## config.mk

```make
export PLATFORM = sky130hd
export DESIGN_NAME = pcrl_cell
export DESIGN_NICKNAME = d
export VERILOG_FILES = /design/src/rtl/pcrl_pkg.sv /design/src/rtl/pcrl_cell.sv
export SDC_FILE = /design/constraint.sdc
export NUM_CORES = 1
export LEC_CHECK = 0
export CAP_MARGIN = 5
export CORE_AREA = 2 2 99 101
export DETAILED_ROUTE_END_ITERATION = 12
export DIE_AREA = 0 0 101 103
export DONT_BUFFER_PORTS = 1
export HOLD_SLACK_MARGIN = 0.06
export PLACE_DENSITY = 0.72
export SYNTH_ARGS = -nofsm -noshare
export SYNTH_HDL_FRONTEND = slang
export SYNTH_SLANG_ARGS = --single-unit
```

## constraint.sdc

```tcl
create_clock -name clk -period 1.7 [get_ports clk]
set_input_delay 0.255 -clock clk [delete_from_list [all_inputs] [get_ports clk]]
set_output_delay 0.255 -clock clk [all_outputs]
set_load 0.02 [all_outputs]
```

## src/rtl/pcrl_pkg.sv

```systemverilog
// ----------------------------------------------------------------------------
// pcrl_pkg
// Shared constants, status codes and record types for the per-client
// fixed-window rate limiter.
// ----------------------------------------------------------------------------
package pcrl_pkg;

	// Table geometry
	localparam int CLIENT_SLOTS = 32;

	// Field widths
	localparam int PEER_W  = 32;
	localparam int TIME_W  = 64;
	localparam int COUNT_W = 10;
	localparam int STAT_W  = 3;

	// Window length in ms
	localparam logic [TIME_W-1:0] WINDOW_MS = TIME_W'(1000);

	// Stream payload widths
	localparam int IN_DATA_W  = PEER_W + TIME_W;                   // 96
	localparam int OUT_USED_W = STAT_W + COUNT_W;                  // 13
	localparam int OUT_DATA_W = ((OUT_USED_W + 7) / 8) * 8;        // 16

	// Item kinds
	localparam logic OP_REQUEST = 1'b0;
	localparam logic OP_RETIRE  = 1'b1;

	// Result status codes
	typedef enum logic [STAT_W-1:0] {
		ST_ACCEPTED = 3'd0,
		ST_FULL     = 3'd1,
		ST_LIMITED  = 3'd2,
		ST_INVALID  = 3'd3,
		ST_RETIRED  = 3'd4,
		ST_IGNORED  = 3'd5
	} status_t;

	// One client record
	typedef struct packed {
		logic [PEER_W-1:0]  peer;
		logic [TIME_W-1:0]  start;
		logic [COUNT_W-1:0] count;
	} rec_t;

	// Lookup flags handed along the row of cells
	typedef struct packed {
		logic free_seen;  // a free record lies at a lower index
		logic any_hit;    // some cell holds the looked-up peer
	} chain_t;

endpackage

```

## src/rtl/pcrl_cell.sv

```systemverilog
// ----------------------------------------------------------------------------
// pcrl_cell
// One client record: compares against the broadcast peer, takes part in the
// first-free chain, and is rewritten when selected.
// ----------------------------------------------------------------------------
module pcrl_cell import pcrl_pkg::*; (
	input  logic              clk,
	input  logic              arst_n,
	input  logic              cmp_en,
	input  logic [PEER_W-1:0] cmp_peer,
	input  chain_t            chain_in,
	output chain_t            chain_out,
	output logic              hit,
	output logic              sel,
	output rec_t              rec_sel,
	input  logic              wr_en,
	input  rec_t              wr_rec
);

	rec_t rec_q;
	logic hit_q;
	logic free_q;

	// Record storage and registered compare flags
	always_ff @(posedge clk or negedge arst_n) begin
		if (!arst_n) begin
			rec_q  <= '0;
			hit_q  <= 1'b0;
			free_q <= 1'b0;
		end else begin
			if (cmp_en) begin
				hit_q  <= (rec_q.peer == cmp_peer);
				free_q <= (rec_q.peer == '0);
			end
			if (wr_en) begin
				rec_q <= wr_rec;
			end
		end
	end

	// Matching record wins; else the lowest free record claims the item
	assign sel = hit_q | (~chain_in.any_hit & free_q & ~chain_in.free_seen);

	assign chain_out.free_seen = chain_in.free_seen | free_q;
	assign chain_out.any_hit   = chain_in.any_hit;

	assign hit     = hit_q;
	assign rec_sel = sel ? rec_q : '0;

endmodule

```

==> summary.txt, run 1 <==
Clock network
  – TritonCTS Buffers: 9
  – CTS Buffer Depth: 2
  – Hold Buf Count CTS: 113
  – H-tree Lvls: 3
  – Setup bufs post-CTS: 7
  – Post_cts resized: 67
  – Clock root buffer: clkbuf_8
  – Clock sink count: 108

Run status
  – Outcome: aborted with a tool error
  – Stopping stage: clock tree synthesis
  – First error: [ERROR RSZ-0060] Max buffer count reached.

Synthesis
  – Yosys top cell area share: 52.66%
  – Synth warn: 0
  – Leading area contributor after synthesis: dfrtp_1
  – Sequential fraction of the synthesis area: 52.66%
  – Most common cell in the netlist: dfrtp_1
  – Syn_area_per_cell: 12.64 um2
  – Synth top area cells: dfrtp_1, mux2_2, nor2b_1, xor2_1, nor4_1
  – Most instantiated cells after synthesis: dfrtp_1, mux2_2, nor2b_1
  – Syn Nets: 550
  – EDFF count, synth: 0
  – Netlist cell types: 21
  – Mapped Cells: 406
  – Synth Cell Area: 5132 um2
  – Top_reg_cell synth: dfrtp_1
  – Synth Register Bits: 108
  – Ys async rst share: 100.0%

Placement
  – Placed inst area: 5459 um2
  – Setup WS pre-CTS: 116.4 ps
  – Gpl congestion: 0.7732
  – I/O Buffers: 0
  – Hpwl dp: 8.194 mm

Die
  – Starting Density: 54.26%
  – Die Y: 103 um
  – Chip width: 101 um
  – # IOs: 254
  – FP Rows: 36
cells by family after synthesis:
kind of cell / after synthesis / share of synthesized area (%)
simple gates: 131 / 15.89
flops: 108 / 52.66
compound gates: 3 / 0.4875
xor+xnor: 32 / 5.461
buf+inv: 26 / 2.243
mux: 106 / 23.26
metrics by stage:
stage | utilization, % | std cells | hold WS, ps
2_1_floorplan | - | 406 | -40.59
3_3_place_gp | 57.71 | 530 | -37.61
3_5_place_dp | 57.71 | 530 | -37.18
==> run 2, diff against run 1 <==
--- a/config.mk
+++ b/config.mk
@@ -6,12 +6,11 @@
 export NUM_CORES = 1
 export LEC_CHECK = 0
 export CAP_MARGIN = 5
-export CORE_AREA = 2 2 99 101
+export CORE_MARGIN = 2
+export CORE_UTILIZATION = 40
 export DETAILED_ROUTE_END_ITERATION = 12
-export DIE_AREA = 0 0 101 103
 export DONT_BUFFER_PORTS = 1
-export HOLD_SLACK_MARGIN = 0.06
-export PLACE_DENSITY = 0.72
+export PLACE_DENSITY_LB_ADDON = 0.15
 export SYNTH_ARGS = -nofsm -noshare
 export SYNTH_HDL_FRONTEND = slang
 export SYNTH_SLANG_ARGS = --single-unit
==> summary.txt, run 2 <==
Worst setup path
  – Critical path launch point type: register
  – Worst path required time: 1440 ps
  – Worst reg2reg path depth: 4
  – Critical path depth: 5
  – Critical path class: reg -> out
  – CP arrival: 1620 ps
  – Crit path capture type: primary output
  – CP Buf/Inv Count: 3
  – CP peak stage delay: 480 ps
  – Worst path cell trace: a21oi_4 > buf_12 > clkbuf_16 > nor2b_1 > buf_4
  – Crit-path slowest cell: dfrtp_2
  – CP max FO: 13
  – CP top delay family: buffers and inverters

STA
  – Setup slack after layout: -173.7 ps
  – Max Slew Vio Count: 0
  – Final Hold Fails: 108
  – Final Critical Period: 1874 ps
  – Final setup skew: 8.886 ps
  – Max-slew headroom: 71.91%
  – Period utilisation layout: 110.2%
  – Sum Neg Setup Slack: -14800 ps
  – Fmax: 533.7 MHz
  – RSZ-0062 raised after global routing: yes
  – Min Hold Slack: -408.7 ps
  – Least-Margin Pin Slew: 420.5 ps
  – Setup-failing EPs final: 106

Final layout
  – Register area: 2704 um2
  – Area delta synth->final: 33.25%
  – Filler cells: 1082
  – Nets: 649
  – Design area: 6839 um2
  – Max reg flops: 106
  – Share of cells above drive strength 1: 52.55%
  – Commonest non-fill, non-tap cell in the layout: dfrtp_1
  – Largest reg by FF count: rec_q
  – Area of the multi-input gates: 2500 um2
  – ANT cells: 0
  – Most frequent cells in the layout: dfrtp_1, mux2_2, buf_4, nor2b_1, xor2_1

Clock network
  – Worst-Skew Late Latency: 350 ps
  – H-tree Lvls: 3 (unchanged)
  – TritonCTS Buffers: 9 (unchanged)
  – CTS tree: built
  – Clock root buffer: clkbuf_16
  – Clock sink count: 108 (unchanged)
  – Clock-pin slew on the worst setup and hold paths: 70 ps
  – CTS Buffer Depth: 2 (unchanged)
  – Hold Buf Count CTS: 1 (-99%)

Global route
  – GRT Total Usage: 18.63%
  – First-pass GRT wire length: 18.98 mm
  – Vias in the first global route: 3545
  – Initial antenna violation count: 1
  – Grt ovf: 0
  – Largest net degree at the start of global routing: 109

Synthesis
  – Complex-gate fraction of the synthesized area: 0.4876% (unchanged)
  – Synth warn: 0 (unchanged)
  – Sequential fraction of the synthesis area: 52.66% (unchanged)
  – Mapped Cells: 406 (unchanged)
  – Synth Cell Area: 5132 um2 (unchanged)
  – Synth Area in Simple Gates: 15.89% (unchanged)
  – EDFF count, synth: 0 (unchanged)
  – Top_reg_cell synth: dfrtp_1
  – Netlist cell types: 21 (unchanged)
  – Synth top area cells: dfrtp_1, mux2_2, nor2b_1, xor2_1, nor4_1
  – Proportion of synthesized area in mux cells: 23.26% (unchanged)
  – Largest family of logic cells by synthesized area: multiplexers
  – Fraction of synthesized cell area in xor and xnor cells: 5.461% (unchanged)
  – Leading area contributor after synthesis: dfrtp_1
  – Synth Register Bits: 108 (unchanged)
  – Yosys top cell area share: 52.66% (unchanged)
  – Most common cell in the netlist: dfrtp_1
  – Most instantiated cells after synthesis: dfrtp_1, mux2_2, nor2b_1
  – Syn Nets: 550 (unchanged)
  – Post-Synth Adder-Cell Area: 0% (unchanged)
  – Ys async rst share: 100.0% (unchanged)
  – Syn_area_per_cell: 12.64 um2 (unchanged)

Power
  – Logic pwr share: 9.2%
  – Reg power frac: 52.9%
  – Switching share of power: 22.22%
  – Clock network power share: 37.9%
  – P_sw: 1256 uW
  – Power Density: 826.4 nW/um2
  – Pint: 4396 uW
  – Lkg Pwr: 0.002970 uW
  – Peak VDD IR: 473.7 uV

Placement
  – I/O Buffers: 0 (unchanged)
  – Gpl congestion: 0.7444 (-3.7%)
  – Placed inst area: 6012 um2 (+10%)
  – Hpwl dp: 9.235 mm (+13%)

Route
  – Wirelength per Cell: 20.60 um
  – Post-DR vias/cell: 5.087
  – Highest metal used: met4
  – Via count: 3469
  – 1st-pass router iterations: 4
  – WL final: 14.05 mm
  – Final ANT Viol Nets: 0
  – DR iter-0 viols: 120
  – Met2 WL post-DR: 6.891 mm
  – Met3 WL: 1.434 mm
  – Wl on met1: 5.469 mm
  – # DRC: 0

Run status
  – Failing checks: hold timing, setup timing
  – Outcome: finished, violations left

Die
  – FP Rows: 41 (+14%)
  – # IOs: 254 (unchanged)
  – Die Y: 117.3 um (+14%)
  – Die area: 13750 um2
  – Core Region: 12570 um2
  – Starting Density: 40.84% (-13 points)
  – Chip width: 117.3 um (+16%)

Job
  – Max Cap Viol: 0

Min path
  – Hold Crit Class: in -> async
[run 2: cell counts after synthesis]
No cell type changed its count.
[run 2: worst paths after layout]
kind	from	end	slack, ps
worst min register to register	rec_q[10]	rec_q[10]	500
worst max-delay path	hit	rec_sel[53]	-170
max in group asynchronous	arst_n	rec_q[65]	1870
min in group clk	wr_rec[38]	rec_q[38]	50
worst max register to register	rec_q[98]	free_q	70
worst min-delay path	arst_n	rec_q[69]	-410
[run 2: layer usage]
metal  global-route usage (%)  vias up
met3                    7.312       19
met5                        0        -
met4                    8.157        0
met2                    31.46      168
met1                    20.89     1722
li1                         -     1560
[run 2: through the flow]
stage	total power, uW	hold slack, ps	utilization [%]	cells	setup slack (ps)
finish	5652	-408.7	54.42	682	-173.7
global route	5903	-430.4	54.42	682	-236.8
CTS	5692	-419.0	51.29	674	-184.4
detailed placement	3534	-37.25	47.83	652	55.77
global placement	3504	-37.24	47.83	652	79.32
floorplan	3443	-40.59	-	406	97.30
[run 2: worst register-to-register path: stages, from the launching register on]
cell	delay (ps)
dfrtp_1	430
nor4_1	390
nand4_1	140
or4_1	500
o22ai_2	100
[run 2: area by class of cell]
type / count / share of cell area (%)
clock inverters: 5 / 0.8416
clock buffers: 11 / 3.549
multi-input cells: 272 / 36.55
well taps: 172 / 3.147
flip-flops and latches: 108 / 39.54
repair buffers: 112 / 16.26
inverters: 2 / 0.1098
[run 2: logic make-up (layout without fill, tap and decap cells)]
logic type / count (synthesis) / after routing
and+or+nand+nor: 131 / 131
muxes: 106 / 106
buffers and inverters: 26 / 130
AOI/OAI and AO/OA: 3 / 3
DFF: 108 / 108
xor gates and xnor gates: 32 / 32
[run 2: power groups by stage]
stage | clock (uW) | sequential [uW] | combinational [uW]
after detailed placement | 0 | 3040 | 495
final | 2140 | 2990 | 519
after CTS | 2200 | 2990 | 502
after global placement | 0 | 3020 | 483
after global routing | 2320 | 3020 | 558
after floorplan | 0 | 2980 | 459
[run 2: what timing repair did]
action / 4_1_cts / 5_1_grt
resized for setup: 14 / 54
buffers inserted: 3 / 2
setup endpoints to repair: 106 / 108
gates cloned: 2 / 6
hold endpoints to repair: 109 / 108
Note: power is estimated with default switching activity, not from simulation.
==> run 3, diff against run 2 <==
--- a/config.mk
+++ b/config.mk
@@ -5,12 +5,13 @@
 export SDC_FILE = /design/constraint.sdc
 export NUM_CORES = 1
 export LEC_CHECK = 0
+export ABC_CLOCK_PERIOD_IN_PS = 2000
 export CAP_MARGIN = 5
 export CORE_MARGIN = 2
 export CORE_UTILIZATION = 40
 export DETAILED_ROUTE_END_ITERATION = 12
 export DONT_BUFFER_PORTS = 1
-export PLACE_DENSITY_LB_ADDON = 0.15
+export PLACE_DENSITY = 0.57
 export SYNTH_ARGS = -nofsm -noshare
 export SYNTH_HDL_FRONTEND = slang
 export SYNTH_SLANG_ARGS = --single-unit
==> constraint.sdc (replaced) <==
create_clock -name clk -period 2 [get_ports clk]
set_input_delay 0.3 -clock clk [delete_from_list [all_inputs] [get_ports clk]]
set_output_delay 0.3 -clock clk [all_outputs]
set_load 0.02 [all_outputs]
==> summary.txt, run 3 (synthesis gave the netlist of run 2 again) <==
Clock network
  – CTS tree: built
  – CTS Buffer Depth: 2 (unchanged)
  – Setup bufs post-CTS: 0 (-3)
  – Worst-Skew Late Latency: 340 ps (about the same)
  – Clock-pin slew on the worst setup and hold paths: 70 ps (about the same)
  – Post_cts resized: 0 (-14)
  – H-tree Lvls: 3 (unchanged)
  – TritonCTS Buffers: 9 (unchanged)
  – Clock root buffer: clkbuf_16
  – Clock sink count: 108 (unchanged)

Die
  – Die Y: 117.3 um (unchanged)
  – Die area: 13750 um2 (unchanged)
  – Chip width: 117.3 um (unchanged)
  – Starting Density: 40.84% (unchanged)
  – Core Region: 12570 um2 (unchanged)
  – # IOs: 254 (unchanged)
  – FP Rows: 41 (unchanged)

Worst setup path
  – CP Capture Point: rec_sel[3]
  – Critical path launch point type: register
  – Crit-path slowest cell: dfrtp_1
  – CP arrival: 1600 ps (-20 ps)
  – R2r setup slk: 340 ps (+270 ps)
  – FF-to-FF Start: rec_q[98]
  – Critical path depth: 3 (-2)
  – Worst setup path start: hit
  – Worst reg2reg path depth: 4 (unchanged)
  – Critical path class: reg -> out
  – Worst path cell trace: a21oi_4 > buf_12 > nor2b_1
  – Capture point of the worst reg-to-reg path: free_q
  – Crit path capture type: primary output
  – CP Buf/Inv Count: 1 (-2)
  – CP top delay family: flip-flops
  – CP max FO: 49 (+36)
  – CP peak stage delay: 520 ps (+40 ps)
  – Worst path required time: 1700 ps (+260 ps)

Final layout
  – Area of the multi-input gates: 2326 um2 (-7.0%)
  – Register area: 2703 um2 (about the same)
  – Filler cells: 1177 (+8.8%)
  – Area delta synth->final: 9.605%
  – Max reg flops: 106 (unchanged)
  – Largest reg by FF count: rec_q
  – Share of cells above drive strength 1: 31.67% (-21 points)
  – Nets: 541 (-17%)
  – Commonest non-fill, non-tap cell in the layout: dfrtp_1
  – Most frequent cells in the layout: dfrtp_1, nor2b_1, mux2_2, xor2_1, nor4_1

Global route
  – Vias in the first global route: 3011 (-15%)
  – Grt ovf: 0 (unchanged)
  – GRT Total Usage: 16.59% (-2.0 points)
  – First-pass GRT wire length: 16.88 mm (-11%)
  – Largest net degree at the start of global routing: 109 (unchanged)
  – Initial antenna violation count: 2 (+1)

Min path
  – Hold Crit Class: in -> async

Route
  – Via count: 3029 (-13%)
  – 1st-pass router iterations: 4 (unchanged)
  – Post-DR vias/cell: 5.277 (+3.7%)
  – DR iter-0 viols: 89 (-26%)
  – # DRC: 0 (unchanged)
  – Wirelength per Cell: 20.88 um (+1.3%)
  – Final ANT Viol Nets: 0 (unchanged)
  – WL final: 11.98 mm (-15%)

STA
  – Max-slew headroom: 66.48% (-5.4 points)
  – Final setup skew: 10.35 ps (+1.464 ps)
  – Least-Margin Pin Slew: 501.7 ps (+81.24 ps)
  – RSZ-0062 raised after global routing: no
  – Final Hold Fails: 108 (unchanged)
  – Min Hold Slack: -347.2 ps (+61.48 ps)
  – Final Critical Period: 1901 ps
  – Fmax: 526.1 MHz
  – Max Slew Vio Count: 0 (unchanged)
  – Setup-failing EPs final: 0 (-100%)
  – Sum Neg Setup Slack: 0 ps (+14800 ps)
  – Period utilisation layout: 95.04%

Job
  – Max Cap Viol: 0 (unchanged)

Placement
  – Gpl congestion: 0.7179 (-3.6%)
  – I/O Buffers: 0 (unchanged)
  – Hpwl dp: 8.506 mm (-7.9%)

Run status
  – Outcome: finished, violations left
  – Failing checks: hold timing

Power
  – Power Density: 860.4 nW/um2 (+4.1%)
  – Lkg Pwr: 0.002209 uW (-26%)
  – Peak VDD IR: 422.7 uV (-11%)
-- run 3: cell types whose count changed in the layout (fill, tap and decap cells not counted), moves of 2 or more --
cell	previous run	this run
buf_4	80	2
nor2b_1	75	106
buf_6	19	0
nor2b_4	18	0
nor2b_2	13	0
clkbuf_16	14	9
buf_16	3	0
buf_12	4	2
inv_6	2	0
-- run 3: power by group --
group	switching [uW]	internal (uW)
registers	149	2400
clock network	774	1130
logic	98.6	295
-- run 3: worst min path at each step --
| stage | startpoint | to | cells after the start |
|---|---|---|---|
| after global routing | arst_n | rec_q[66] | 0 |
| after floorplan | arst_n | free_q | 0 |
| after detailed placement | arst_n | rec_q[79] | 0 |
| final | arst_n | rec_q[79] | 0 |
| after global placement | arst_n | rec_q[79] | 0 |
| after CTS | arst_n | rec_q[87] | 0 |
-- run 3: layer usage --
layer  track usage [%]  vias to the layer above  routed length [um]
met2             27.43                      163                5893
met1             18.73                     1489                4506
met5                 0                        -                  16
met3             7.209                       19                1364
li1                  -                     1356                   -
met4             7.137                        2                 201
-- run 3: final cells by class --
cell class / instances / share of cell area [%]
diodes: 1 / 0.04448
clock buffers: 11 / 4.315
clock inverters: 4 / 1.312
inverters: 2 / 0.1335
multi-input cells: 272 / 41.35
flip-flops and latches: 108 / 48.04
well taps: 172 / 3.826
repair buffers: 4 / 0.9786
-- run 3: per-stage QoR --
stage               instances  cell area, um2  power (uW)  setup slack (ps)  utilization, %
CTS                       573            5623        4910             52.32           44.74
floorplan                 406            5132        2926             352.3               -
detailed placement        558            5306        2988             357.0           42.22
finish                    574            5625        4840             99.16           44.76
global route              573            5623        5068             20.08           44.74
global placement          558            5306        2966             324.5           42.22
==> run 4, diff against run 3 <==
--- a/config.mk
+++ b/config.mk
@@ -7,7 +7,7 @@
 export LEC_CHECK = 0
 export ABC_CLOCK_PERIOD_IN_PS = 2000
 export CAP_MARGIN = 5
-export CORE_MARGIN = 2
+export CORE_MARGIN = 5
 export CORE_UTILIZATION = 40
 export DETAILED_ROUTE_END_ITERATION = 12
 export DONT_BUFFER_PORTS = 1
==> summary.txt, run 4 (synthesis gave the netlist of run 2 again) <==
Global route
  – Vias in the first global route: 3367 (+12%)
  – GRT Total Usage: 16.64% (+0.044 points)
  – Initial antenna violation count: 1 (-1)
  – Largest net degree at the start of global routing: 109 (unchanged)
  – Grt ovf: 0 (unchanged)
  – First-pass GRT wire length: 19.12 mm (+13%)

Final layout
  – Most frequent cells in the layout: dfrtp_1, mux2_2, nor2b_1, xor2_1, nor4_1
  – Max reg flops: 106 (unchanged)
  – Finished Core Util: 45.05% (+0.29 points)
  – Filler cells: 1208 (+2.6%)
  – Commonest non-fill, non-tap cell in the layout: dfrtp_1
  – ANT cells: 0 (-1)
  – Share of cells above drive strength 1: 34.65% (+3.0 points)
  – Nets: 544 (+0.55%)
  – Area delta synth->final: 10.78%
  – Largest reg by FF count: rec_q

Worst setup path
  – CP arrival: 1600 ps (about the same)
  – Capture point of the worst reg-to-reg path: free_q
  – FF-to-FF Start: rec_q[101]
  – Worst path required time: 1700 ps (about the same)
  – Worst reg2reg path depth: 4 (unchanged)
  – Crit path capture type: primary output
  – Worst path cell trace: a21oi_4 > buf_12 > nor2b_1 > buf_4
  – CP Buf/Inv Count: 2 (+1)
  – Critical path launch point type: register
  – CP peak stage delay: 490 ps (-30 ps)
  – CP top delay family: flip-flops
  – Critical path class: reg -> out
  – Crit-path slowest cell: dfrtp_2
  – R2r setup slk: 440 ps (+100 ps)
  – CP max FO: 54 (+10%)

Die
  – FP Rows: 41 (unchanged)
  – Chip width: 123.3 um (+5.1%)
  – Die Y: 123.3 um (+5.1%)
  – # IOs: 254 (unchanged)
  – Core Region: 12620 um2 (+0.41%)
  – Die area: 15200 um2 (+10%)
  – Starting Density: 40.67% (-0.17 points)

Run status
  – Outcome: finished, violations left
  – Failing checks: hold timing

STA
  – Least-Margin Pin Slew: 499.1 ps (-2.663 ps)
  – Max Slew Vio Count: 0 (unchanged)
  – Min Hold Slack: -353.5 ps (-6.253 ps)
  – Sum Neg Setup Slack: 0 ps (unchanged)
  – Period utilisation layout: 94.76% (-0.28 points)
  – RSZ-0062 raised after global routing: no
  – Final Critical Period: 1895 ps (-5.549 ps)
  – Setup-failing EPs final: 0 (unchanged)
  – Final Hold Fails: 108 (unchanged)
  – Fmax: 527.6 MHz (+0.29%)
  – Max-slew headroom: 66.66% (+0.18 points)
  – Final setup skew: 3.750 ps (-6.600 ps)

Route
  – # DRC: 0 (unchanged)
  – DR iter-0 viols: 131 (+47%)
  – WL final: 12.78 mm (+6.7%)
  – 1st-pass router iterations: 4 (unchanged)
  – Wirelength per Cell: 22.19 um (+6.3%)
  – Post-DR vias/cell: 5.330 (+1.0%)
  – Final ANT Viol Nets: 0 (unchanged)
  – Via count: 3070 (+1.4%)

Clock network
  – Setup bufs post-CTS: 0 (unchanged)
  – CTS Buffer Depth: 2 (unchanged)
  – Clock-pin slew on the worst setup and hold paths: 70 ps (about the same)
  – CTS tree: built
  – Clock sink count: 108 (unchanged)
  – TritonCTS Buffers: 9 (unchanged)
  – Worst-Skew Late Latency: 340 ps (about the same)
  – Clock root buffer: clkbuf_16
  – H-tree Lvls: 3 (unchanged)

Power
  – Power Density: 861.6 nW/um2 (+0.14%)
  – Peak VDD IR: 484.8 uV (+15%)
  – Pwr Total: 4899 uW (+1.2%)
  – Lkg Pwr: 0.002241 uW (+1.4%)

Placement
  – Gpl congestion: 0.7239 (+0.84%)
  – I/O Buffers: 0 (unchanged)
  – Hpwl dp: 9.443 mm (+11%)

Min path
  – Hold Crit Class: in -> async

Job
  – Max Cap Viol: 0 (unchanged)
run 4: cell count changes in the layout (fill, tap and decap cells not counted), moves of 2 or more:
| cell | previous run | this run |
|---|---|---|
| buf_4 | 2 | 5 |
| nor2b_2 | 0 | 8 |
| clkbuf_8 | 1 | 3 |
| nor2b_1 | 106 | 98 |
run 4: where the power goes:
part	switching (uW)	total (uW)	internal, uW
combinational	100	394	294
clock	756	1950	1190
sequential	154	2550	2400
run 4: stage by stage:
step / setup WS [ps] / area (um2) / std cells / hold WS, ps
final: 104.7 / 5685 / 576 / -353.5
after global placement: 340.4 / 5329 / 561 / 7.299
after global routing: 16.15 / 5685 / 576 / -379.9
after CTS: 16.97 / 5667 / 576 / -372.6
after detailed placement: 347.2 / 5329 / 561 / 7.878
after floorplan: 352.3 / 5132 / 406 / 4.409
run 4: cell type report:
| class | instances | area (um2) | share of cell area, % |
|---|---|---|---|
| sequential | 108 | 2704 | 47.56 |
| multi-input combinational | 272 | 2346 | 41.26 |
| timing repair buffer | 7 | 77.57 | 1.364 |
| tap | 172 | 215.2 | 3.785 |
| clock inverter | 3 | 68.82 | 1.210 |
| clock buffer | 12 | 266.5 | 4.688 |
| inverter | 2 | 7.507 | 0.1320 |
run 4: worst max-delay path by stage:
| stage | start | slack, ps | cells after the start | end |
|---|---|---|---|---|
| 4_1_cts | hit | 20 | 4 | rec_sel[102] |
| 5_1_grt | hit | 20 | 4 | rec_sel[102] |
| 6_report | hit | 100 | 4 | rec_sel[102] |
| 2_1_floorplan | hit | 350 | 4 | rec_sel[66] |
| 3_5_place_dp | hit | 350 | 3 | rec_sel[75] |
| 3_3_place_gp | hit | 340 | 3 | rec_sel[75] |
run 4: per-layer routing:
layer / vias up / global-route usage, % / share of wire, %
met5: - / 0 / 0.10
met4: 2 / 6.505 / 1.9
met3: 17 / 7.136 / 12
met2: 170 / 27.45 / 48
met1: 1521 / 19.10 / 38
li1: 1360 / - / -
run 4: what timing repair did:
item | in CTS | in global routing
gates resized for setup | 1 | 8
setup endpoints to repair | 1 | 13
endpoints found under the hold margin | 108 | 108
